==> src/rtl/core/afrd_pkg.sv <==
`timescale 1ns / 1ps
// ----------------------------------------------------------------------------
// afrd_pkg
// Shared types and constants of the frame receive deframer.
// ----------------------------------------------------------------------------
package afrd_pkg;

  localparam logic [7:0]  START_BYTE   = 8'h7E;
  localparam logic [7:0]  SUM_GOOD     = 8'hFF;
  localparam logic [15:0] MAX_LEN_RST  = 16'd255;

  localparam logic [2:0] PH_HUNT    = 3'd0;
  localparam logic [2:0] PH_LEN_HI  = 3'd1;
  localparam logic [2:0] PH_LEN_LO  = 3'd2;
  localparam logic [2:0] PH_PAYLOAD = 3'd3;
  localparam logic [2:0] PH_CHECK   = 3'd4;

  localparam logic [1:0] ST_OK        = 2'd0;
  localparam logic [1:0] ST_CHECKSUM  = 2'd1;
  localparam logic [1:0] ST_SIZE      = 2'd2;
  localparam logic [1:0] ST_INTEGRITY = 2'd3;

  typedef struct packed {
    logic [7:0] rx_byte;
    logic       line_error;
  } item_t;

  typedef struct packed {
    logic [7:0]  payload_byte;
    logic        is_payload;
    logic        frame_end;
    logic [1:0]  status;
    logic [15:0] frame_length;
  } res_t;

endpackage

==> src/rtl/core/api_frame_receive_deframer.sv <==
`timescale 1ns / 1ps
// ----------------------------------------------------------------------------
// api_frame_receive_deframer
// Receive deframer for start byte, length and checksum serial frames.
// ----------------------------------------------------------------------------
// The block takes one byte per cycle while the result side does not stall. Each
// result passes two registers, the input register and then the result register,
// with the frame state updated in between. Stalls on the result side hold both
// registers. Payload bytes come out as they arrive; the frame end
// result carries the status and the length. A line error on any byte reports
// an integrity error and restarts the hunt for the start byte. The maximum
// payload length register resets to 255 and should be written while idle.
module api_frame_receive_deframer
  import afrd_pkg::*;
(
  input  logic        clk,
  input  logic        rst_n,
  input  logic        in_valid,
  output logic        in_stall,
  input  logic [7:0]  in_rx_byte,
  input  logic        in_line_error,
  output logic        out_valid,
  input  logic        out_stall,
  output logic [7:0]  out_payload_byte,
  output logic        out_is_payload,
  output logic        out_frame_end,
  output logic [1:0]  out_status,
  output logic [15:0] out_frame_length,
  input  logic        cfg_valid,
  output logic        cfg_ready,
  input  logic [15:0] cfg_max_payload_length
);

  logic [15:0] max_len_r;
  logic        out_free;
  logic        item_valid;
  logic        item_fire;
  item_t       item;
  logic        res_valid;
  res_t        res;

  assign cfg_ready = 1'b1;
  assign item_fire = item_valid && out_free;

  always_ff @(posedge clk) begin
    if (!rst_n) begin
      max_len_r <= MAX_LEN_RST;
    end else if (cfg_valid && cfg_ready) begin
      max_len_r <= cfg_max_payload_length;
    end
  end

  afrd_in_stage u_in (
    .clk           (clk),
    .rst_n         (rst_n),
    .in_valid      (in_valid),
    .in_stall      (in_stall),
    .in_rx_byte    (in_rx_byte),
    .in_line_error (in_line_error),
    .advance       (out_free),
    .item_valid    (item_valid),
    .item          (item)
  );

  afrd_parser u_parser (
    .clk       (clk),
    .rst_n     (rst_n),
    .item_fire (item_fire),
    .item      (item),
    .max_len   (max_len_r),
    .res_valid (res_valid),
    .res       (res)
  );

  afrd_out_stage u_out (
    .clk              (clk),
    .rst_n            (rst_n),
    .res_valid        (res_valid),
    .res              (res),
    .out_free         (out_free),
    .out_valid        (out_valid),
    .out_stall        (out_stall),
    .out_payload_byte (out_payload_byte),
    .out_is_payload   (out_is_payload),
    .out_frame_end    (out_frame_end),
    .out_status       (out_status),
    .out_frame_length (out_frame_length)
  );

endmodule

==> src/rtl/core/afrd_in_stage.sv <==
`timescale 1ns / 1ps
// ----------------------------------------------------------------------------
// afrd_in_stage
// Input register that holds one received byte until the parser takes it.
// ----------------------------------------------------------------------------
module afrd_in_stage
  import afrd_pkg::*;
(
  input  logic       clk,
  input  logic       rst_n,
  input  logic       in_valid,
  output logic       in_stall,
  input  logic [7:0] in_rx_byte,
  input  logic       in_line_error,
  input  logic       advance,
  output logic       item_valid,
  output item_t      item
);

  logic  valid_r;
  logic  valid_nxt;
  item_t item_r;

  assign in_stall   = valid_r && !advance;
  assign valid_nxt  = in_valid || (valid_r && !advance);
  assign item_valid = valid_r;
  assign item       = item_r;

  always_ff @(posedge clk) begin
    if (!rst_n) begin
      valid_r <= 1'b0;
    end else begin
      valid_r <= valid_nxt;
    end
  end

  always_ff @(posedge clk) begin
    if (in_valid && !in_stall) begin
      item_r.rx_byte    <= in_rx_byte;
      item_r.line_error <= in_line_error;
    end
  end

endmodule

==> src/rtl/core/afrd_parser.sv <==
`timescale 1ns / 1ps
// ----------------------------------------------------------------------------
// afrd_parser
// Frame state machine: start byte hunt, length, payload and checksum check.
// ----------------------------------------------------------------------------
module afrd_parser
  import afrd_pkg::*;
(
  input  logic        clk,
  input  logic        rst_n,
  input  logic        item_fire,
  input  item_t       item,
  input  logic [15:0] max_len,
  output logic        res_valid,
  output res_t        res
);

  logic [2:0]  phase_r;
  logic [2:0]  phase_nxt;
  logic [15:0] plen_r;
  logic [15:0] plen_nxt;
  logic [15:0] count_r;
  logic [15:0] count_nxt;
  logic [7:0]  sum_r;
  logic [7:0]  sum_nxt;
  logic [15:0] len_full;
  logic [15:0] count_inc;
  logic [7:0]  sum_add;
  logic        emit;

  assign len_full  = {plen_r[15:8], item.rx_byte};
  assign count_inc = count_r + 16'd1;
  assign sum_add   = sum_r + item.rx_byte;

  always_comb begin
    phase_nxt = phase_r;
    plen_nxt  = plen_r;
    count_nxt = count_r;
    sum_nxt   = sum_r;
    emit      = 1'b0;
    res       = '0;
    if (item.line_error) begin
      phase_nxt  = PH_HUNT;
      count_nxt  = '0;
      sum_nxt    = '0;
      emit       = 1'b1;
      res.frame_end = 1'b1;
      res.status    = ST_INTEGRITY;
    end else begin
      case (phase_r)
        PH_HUNT: begin
          if (item.rx_byte == START_BYTE) begin
            phase_nxt = PH_LEN_HI;
          end
        end
        PH_LEN_HI: begin
          plen_nxt  = {item.rx_byte, 8'h00};
          phase_nxt = PH_LEN_LO;
        end
        PH_LEN_LO: begin
          plen_nxt  = len_full;
          count_nxt = '0;
          sum_nxt   = '0;
          if (len_full > max_len) begin
            phase_nxt        = PH_HUNT;
            emit             = 1'b1;
            res.frame_end    = 1'b1;
            res.status       = ST_SIZE;
            res.frame_length = len_full;
          end else if (len_full == 16'd0) begin
            phase_nxt = PH_CHECK;
          end else begin
            phase_nxt = PH_PAYLOAD;
          end
        end
        PH_PAYLOAD: begin
          sum_nxt   = sum_add;
          count_nxt = count_inc;
          if (count_inc >= plen_r) begin
            phase_nxt = PH_CHECK;
          end
          emit             = 1'b1;
          res.payload_byte = item.rx_byte;
          res.is_payload   = 1'b1;
        end
        PH_CHECK: begin
          phase_nxt        = PH_HUNT;
          count_nxt        = '0;
          sum_nxt          = '0;
          emit             = 1'b1;
          res.frame_end    = 1'b1;
          res.status       = (sum_add == SUM_GOOD) ? ST_OK : ST_CHECKSUM;
          res.frame_length = plen_r;
        end
        default: begin
          phase_nxt = PH_HUNT;
          count_nxt = '0;
          sum_nxt   = '0;
        end
      endcase
    end
  end

  assign res_valid = item_fire && emit;

  always_ff @(posedge clk) begin
    if (!rst_n) begin
      phase_r <= PH_HUNT;
      plen_r  <= '0;
      count_r <= '0;
      sum_r   <= '0;
    end else if (item_fire) begin
      phase_r <= phase_nxt;
      plen_r  <= plen_nxt;
      count_r <= count_nxt;
      sum_r   <= sum_nxt;
    end
  end

  a_payload_clean: assert property (@(posedge clk) disable iff (!rst_n)
    res_valid && res.is_payload |-> !res.frame_end && res.status == ST_OK)
    else $error("payload result carries frame end or error status");

  a_payload_phase: assert property (@(posedge clk) disable iff (!rst_n)
    res_valid && res.is_payload |-> phase_r == PH_PAYLOAD)
    else $error("payload result outside payload phase");

  a_end_to_hunt: assert property (@(posedge clk) disable iff (!rst_n)
    res_valid && res.frame_end |=> phase_r == PH_HUNT && sum_r == 8'd0)
    else $error("frame end did not return to hunting");

  a_line_error: assert property (@(posedge clk) disable iff (!rst_n)
    item_fire && item.line_error |-> res_valid && res.status == ST_INTEGRITY)
    else $error("line error did not report integrity error");

endmodule

==> src/rtl/core/afrd_out_stage.sv <==
`timescale 1ns / 1ps
// ----------------------------------------------------------------------------
// afrd_out_stage
// Result register that holds one result until the consumer takes it.
// ----------------------------------------------------------------------------
module afrd_out_stage
  import afrd_pkg::*;
(
  input  logic        clk,
  input  logic        rst_n,
  input  logic        res_valid,
  input  res_t        res,
  output logic        out_free,
  output logic        out_valid,
  input  logic        out_stall,
  output logic [7:0]  out_payload_byte,
  output logic        out_is_payload,
  output logic        out_frame_end,
  output logic [1:0]  out_status,
  output logic [15:0] out_frame_length
);

  logic valid_r;
  res_t res_r;

  assign out_free         = !valid_r || !out_stall;
  assign out_valid        = valid_r;
  assign out_payload_byte = res_r.payload_byte;
  assign out_is_payload   = res_r.is_payload;
  assign out_frame_end    = res_r.frame_end;
  assign out_status       = res_r.status;
  assign out_frame_length = res_r.frame_length;

  always_ff @(posedge clk) begin
    if (!rst_n) begin
      valid_r <= 1'b0;
    end else if (out_free) begin
      valid_r <= res_valid;
    end
  end

  always_ff @(posedge clk) begin
    if (out_free && res_valid) begin
      res_r <= res;
    end
  end

endmodule

==> config.mk <==
export PLATFORM = sky130hd
export DESIGN_NAME = api_frame_receive_deframer
export DESIGN_NICKNAME = d
export VERILOG_FILES = /design/src/rtl/core/afrd_pkg.sv /design/src/rtl/core/api_frame_receive_deframer.sv /design/src/rtl/core/afrd_in_stage.sv /design/src/rtl/core/afrd_parser.sv /design/src/rtl/core/afrd_out_stage.sv
export SDC_FILE = /design/constraint.sdc
export NUM_CORES = 1
export LEC_CHECK = 0
export BUFFER_PORTS_ARGS = -buffer_cell sky130_fd_sc_hd__buf_2
export CAP_MARGIN = 20
export CELL_PAD_IN_SITES_DETAIL_PLACEMENT = 1
export CELL_PAD_IN_SITES_GLOBAL_PLACEMENT = 2
export CORE_UTILIZATION = 35
export CTS_BUF_LIST = sky130_fd_sc_hd__clkbuf_8
export DETAILED_ROUTE_END_ITERATION = 6
export GPL_TIMING_DRIVEN = 0
export PLACE_DENSITY_LB_ADDON = 0.05
export RECOVER_POWER = 100
export SYNTH_ARGS = -nofsm -noshare
export SYNTH_HDL_FRONTEND = slang
export SYNTH_SLANG_ARGS = --single-unit
export TNS_END_PERCENT = 5
==> constraint.sdc <==
create_clock -name clk -period 7.5 [get_ports clk]
set_clock_uncertainty 0.05 [all_clocks]
set_input_delay 0.75 -clock clk [delete_from_list [all_inputs] [get_ports clk]]
set_output_delay 0.75 -clock clk [all_outputs]
set_load 0.02 [all_outputs]
======== Yosys cells after proc, flatten, opt, wreduce, memory -nomap -nowiden ========
Index checks and enable logic that the tools add are counted.
storage, ports and cells
  register bits ........................... 98
  bits in latches ......................... 0
  bits in writable memories ............... 0
  memory bits (read-only) ................. 0
  input port bits ......................... 30
  output and inout port bits .............. 31
  logic and storage cells ................. 70
  memories kept ........................... 0
operators by class
  add/subtract/negate cells ............... 2
  multipliers ............................. 0
  div/mod/pow operators ................... 0
  magnitude comparators ................... 2
  eq/ne operators ......................... 9
  shift-type cells ........................ 0
  muxes and demuxes ....................... 18
  bitwise logic cells ..................... 3
  reductions and logical operators ........ 21
operators by type and width
  cell                   number
  $pmux 16 s2            2
  $pmux 19 s2            1
  $mux 19                1
  $add 16x1->16 const B  1
  $ge 16x16->1           1
  $gt 16x16->1           1
  $logic_not 16->1       1
  $mux 16                1
  $pmux 8 s2             1
  $mux 3                 5
  $pmux 3 s4             1
  $add 8x8->8            1
  $eq 8x7->1 const B     1
  $eq 8x8->1 const B     1
  $mux 8                 1
  $eq 3x2->1 const B     2
  $ne 3x2->1 const B     2
  $reduce_and 3->1       2
  $reduce_or 2->1        3
  $logic_and 1x1->1      5
  $logic_not 1->1        4
  $mux 1                 4
  $reduce_and 4->1       1
  $eq 3x1->1 const B     1
  other kinds (8)        11

======== Logic depth before layout (Yosys ltp) ========
  depth in word-level cells ............... 6
  gate-level depth with buffers ........... 12
  gate-level depth less buffers ........... 12

======== By module ========
Synthesis repeated with hierarchy kept, for this count alone.
second synthesis, totals
  cell total of the unflattened synthesis .. 527
  area, all modules ....................... 5,200.0 µm²
by module, submodules not included
  module                      times used  cells each  area an instance (µm²)  sequential area each (µm²)
  afrd_parser                 1           427         3,387.0                 860.8
  afrd_out_stage              1           33          882.1                   860.8
  api_frame_receive_deframer  1           54          613.1                   320.3
  afrd_in_stage               1           13          317.8                   290.3

======== Least setup slack after synthesis ========
OpenSTA, ideal clock, no wires.
  kind .................................... register to register
  start point ............................. reg u_parser.count_r[0]
  end point ............................... reg u_parser.phase_r[0]
  arrival ................................. 2,711 ps
  path slack .............................. 4,619 ps
  stages on the path, launching flop included .. 12
  buffers on the path ..................... 0
  period minus slack after synthesis ...... 2,881 ps
  cells stage by stage .................... dfxtp_1 -> ha_1 -> and3_1 -> and4_1 -> nand4_1 -> xnor2_1 -> ha_1 -> nand3_1 -> a21oi_1 -> o41a_1 -> a31oi_2 -> mux2_2
between the ends
  word-level cells in the longest chain between the ends .. 4
RTL lines
  what                               RTL line            source
  start: declaration                 afrd_parser.sv:22   logic [15:0] count_r;
  start signal: assignment           afrd_parser.sv:115  count_r <= count_nxt;
  $add 16x1->16                      afrd_parser.sv:32   assign count_inc = count_r + 16'd1;
  $ge 16x16->1                       afrd_parser.sv:79   if (count_inc >= plen_r) begin
  $ne 3x2->1 (no source line)        --
  $reduce_and 3->1 (no source line)  --
  end signal: assignment             afrd_parser.sv:113  phase_r <= phase_nxt;
  end: declaration                   afrd_parser.sv:18   logic [2:0] phase_r;
Every way passes these cells.
A chain may end at the register's enable or synchronous reset.

======== Final worst setup path ========
  start point ............................. reg u_in.item_r (netlist bit u_in.item[8])
  end point ............................... reg u_out.res_r (netlist bit u_out.out_payload_byte[3]), enable pin
between the ends
  word-level cells in the longest chain between the ends .. 6
RTL lines
  what                    RTL line              source
  start: declaration      afrd_in_stage.sv:22   item_t item_r;
  $gt 16x16->1            afrd_parser.sv:64     if (len_full > max_len) begin
  $mux 1                  afrd_parser.sv:64
  $pmux 1 s2              afrd_parser.sv:50     case (phase_r)
  $mux 1                  afrd_parser.sv:42     if (item.line_error) begin
  $logic_and 1x1->1       afrd_parser.sv:104    assign res_valid = item_fire && emit;
  $logic_and 1x1->1       afrd_out_stage.sv:43  if (out_free && res_valid) begin
  end signal: assignment  afrd_out_stage.sv:44  res_r <= res;
  end: declaration        afrd_out_stage.sv:24  res_t res_r;
Every way passes these cells.

==> results.py <==
metrics = {
    "route": {
        "drc": 0,
        "drt-vias-per-instance": 5.33,
        "drt_pass1_iterations": 4,
        "finalWirelength_um": 14500,
        "wire_per_inst_um": 18.4,
        "drtIter0Drc": 175,
        "vias": 4202,
        "ant_nets": 0,
    },
    "yosys": {
        "syn_area_um2": 5080,
        "synth_area_per_cell_um2": 9.50,
        "synthArstFlopShare": 0,
        "synthCells": 535,
        "synth.net_count": 606,
        "ys_warn_count": 0,
        "synth-edff-count": 37,
        "yosys_most_used_dff": "dfxtp_1",
        "synth_cell_types": 51,
        "ys_ff_latch": 98,
        "ys_seq_area_frac": 0.459,
    },
    "worst_setup_path": {
        "r2r_start": "u_in.item[8]$_DFFE_PP_",
        "worst-setup-path-type": "reg2reg",
        "crit_path_end": "u_out.out_payload_byte[3]$_SDFFCE_PN0P_",
        "worst_ep_required_time_ns": 7.45,
        "reg2reg_slack_ns": 3.85,
        "startpoint": "u_in.item[8]$_DFFE_PP_",
        "crit_arrival_ns": 3.60,
        "crit_path_start_kind": "flip-flop",
        "critPathCaptureType": "flip-flop",
        "reg2reg_depth": 6,
        "r2r-end": "u_out.out_payload_byte[3]$_SDFFCE_PN0P_",
        "crit_fanout": 28,
    },
    "sta": {
        "grt_setup_unrepaired": "no",
        "hold_viol_final": 0,
        "drv_slew": 0,
        "slew_headroom": 0.0442,
        "period_needed_ns": 3.65,
        "tightest_slew_ns": 1.43,
        "clock.fmax_mhz": 274,
        "setup_violations": 0,
        "fin_crit_sh": 0.487,
        "setup_tns_ns": 0,
    },
    "cts": {
        "h-tree-depth": 3,
        "clkSlewWorstSetupHoldPaths_ns": 0.09,
        "postCtsHoldBufs": 0,
        "cts_tree": "built",
        "clk-insertion-delay-late_ns": 0.39,
        "clock-root-buffer": "clkbuf_8",
        "cts_resized": 0,
        "clk_path_buf_depth": 2,
        "clock-sinks": 98,
        "cts_setup_buffers": 0,
        "cts_inserted_buffers": 9,
    },
    "final_layout": {
        "final_cells": 788,
        "drive_above_1_share": 0.0757,
        "final_nets": 674,
        "antennaDiodeCount": 0,
        "final_cell_mix": "dfxtp_1 (61), nand2_1 (54), clkbuf_1 (53)",
        "fillers": 1653,
        "area_growth_pct": 12.8,
        "mostFrequentLayoutCell": "dfxtp_1",
    },
    "global_routing": {
        "grt_pass1_wl_um": 22900,
        "track_usage": 0.206,
        "overflow": 0,
        "grt_antenna_before_repair": 0,
        "grt_max_degree": 29,
        "grt_pass1_vias": 4362,
    },
    "placed_design": {
        "io_buffers": 57,
        "gp_congestion": 0.791,
        "dp_hpwl_um": 10800,
        "placedCellCount": 772,
    },
    "worst_hold_path": {
        "holdPathStages": 2,
        "hold_path.class": "reg2reg",
    },
    "floorplanning": {
        "fp.dieW_um": 122,
        "ios": 61,
        "rows": 43,
        "fp.dieH_um": 122,
        "initial_core_util": 0.362,
        "dieArea_um2": 15000,
        "coreArea_um2": 14000,
    },
    "pwr": {
        "peakVddDrop_v": 0.000105,
        "power.density_nw_per_um2": 178,
        "p_leak_uw": 0.00224,
    },
    "run": {
        "drv_cap": 0,
    },
    "status": {
        "status": "finished, final reports clean",
    },
}
==> stage by stage <==
stage | setup slack (ns) | instance area [um2] | total power [uW] | util | hold slack, ns
final | 3.85 | 5730 | 1020 | 0.408 | 0.416
after global routing | 3.55 | 5730 | 1060 | 0.408 | 0.456
after CTS | 4.04 | 5780 | 1040 | 0.412 | 0.417
after detailed placement | 4.08 | 5590 | 693 | 0.398 | 0.403
after global placement | 3.75 | 5590 | 689 | 0.398 | 0.399
after floorplan | 4.62 | 5080 | 650 | - | 0.386
==> worst min path at each step <==
stage,startpoint,to
CTS,u_parser.sum_r[0]$_SDFFE_PN0P_,u_parser.sum_r[0]$_SDFFE_PN0P_
floorplan,u_parser.sum_r[5]$_SDFFE_PN0P_,u_parser.sum_r[5]$_SDFFE_PN0P_
detailed placement,u_parser.sum_r[0]$_SDFFE_PN0P_,u_parser.sum_r[0]$_SDFFE_PN0P_
global placement,u_parser.sum_r[0]$_SDFFE_PN0P_,u_parser.sum_r[0]$_SDFFE_PN0P_
finish,u_parser.sum_r[0]$_SDFFE_PN0P_,u_parser.sum_r[0]$_SDFFE_PN0P_
global route,u_parser.sum_r[0]$_SDFFE_PN0P_,u_parser.sum_r[0]$_SDFFE_PN0P_
==> cell families after synthesis <==
family / synth area share
other: 0.000738
AO/OA/AOI/OAI: 0.150
adder cells (fa/ha/maj): 0.102
multiplexers: 0.0239
flip-flops: 0.459
AND/OR/NAND/NOR: 0.178
XOR/XNOR: 0.0379
buffers and inverters: 0.0475
==> power by group <==
group	switching [uW]	internal, uW	total, uW
registers	16.2	566	583
logic	64.3	31.3	95.6
clock network	194	151	344
total	274	748	1020
==> cell usage after synthesis (all sizes together) (3+ instances only) <==
cell type | number | share of area
a32o | 11 | 0.022
nor2b | 4 | 0.0049
nand3 | 30 | 0.030
o211ai | 7 | 0.010
edfxtp | 37 | 0.22
and2 | 15 | 0.018
and3 | 13 | 0.016
a21o | 5 | 0.0074
and4 | 3 | 0.0052
mux2i | 11 | 0.022
nor2 | 35 | 0.026
nand2 | 54 | 0.040
a211oi | 5 | 0.0084
nand4 | 10 | 0.012
xor2 | 7 | 0.012
xnor2 | 15 | 0.026
dfxtp | 61 | 0.24
o21ai | 14 | 0.014
a21oi | 43 | 0.042
nor3 | 6 | 0.0059
a22oi | 10 | 0.015
buf | 8 | 0.0076
or3 | 4 | 0.0049
nor4 | 7 | 0.0086
clkbuf | 18 | 0.013
inv | 35 | 0.026
ha | 40 | 0.098
==> registers in the layout, indices dropped and copies added (netlist names), 3 cells and up <==
| signal | cells |
|---|---|
| u_parser.count_r | 16 |
| u_out.out_payload_byte | 8 |
| u_out.out_frame_length | 16 |
| u_parser.phase_r | 3 |
| max_len_r | 16 |
| u_in.item | 9 |
| u_parser.sum_r | 8 |
| u_parser.plen_r | 16 |
==> cell type report <==
| cell class | count | area [um2] | share of cell area |
|---|---|---|---|
| tap | 180 | 225 | 0.0393 |
| multi-input combinational | 375 | 2500 | 0.436 |
| buffer | 26 | 104 | 0.0181 |
| sequential | 98 | 2330 | 0.407 |
| clock buffer | 9 | 124 | 0.0216 |
| inverter | 36 | 135 | 0.0236 |
| clock inverter | 7 | 62.6 | 0.0109 |
| timing repair buffer | 57 | 246 | 0.0430 |
==> worst max-delay path, stage by stage, from the launching register on <==
cell,delay [ns]
edfxtp_1,0.62
ha_1,0.40
nand2_1,0.07
nor4_1,0.33
a21boi_0,0.29
o31a_1,0.31
o311a_1,1.17
==> per-layer routing <==
layer,global-route usage,up-vias,share of wire
li1,-,2062,-
met1,0.266,2059,0.48
met2,0.351,68,0.48
met3,0.0265,13,0.028
met4,0.0755,0,0.014
met5,0,-,0
(Power assumes the default switching activity.)
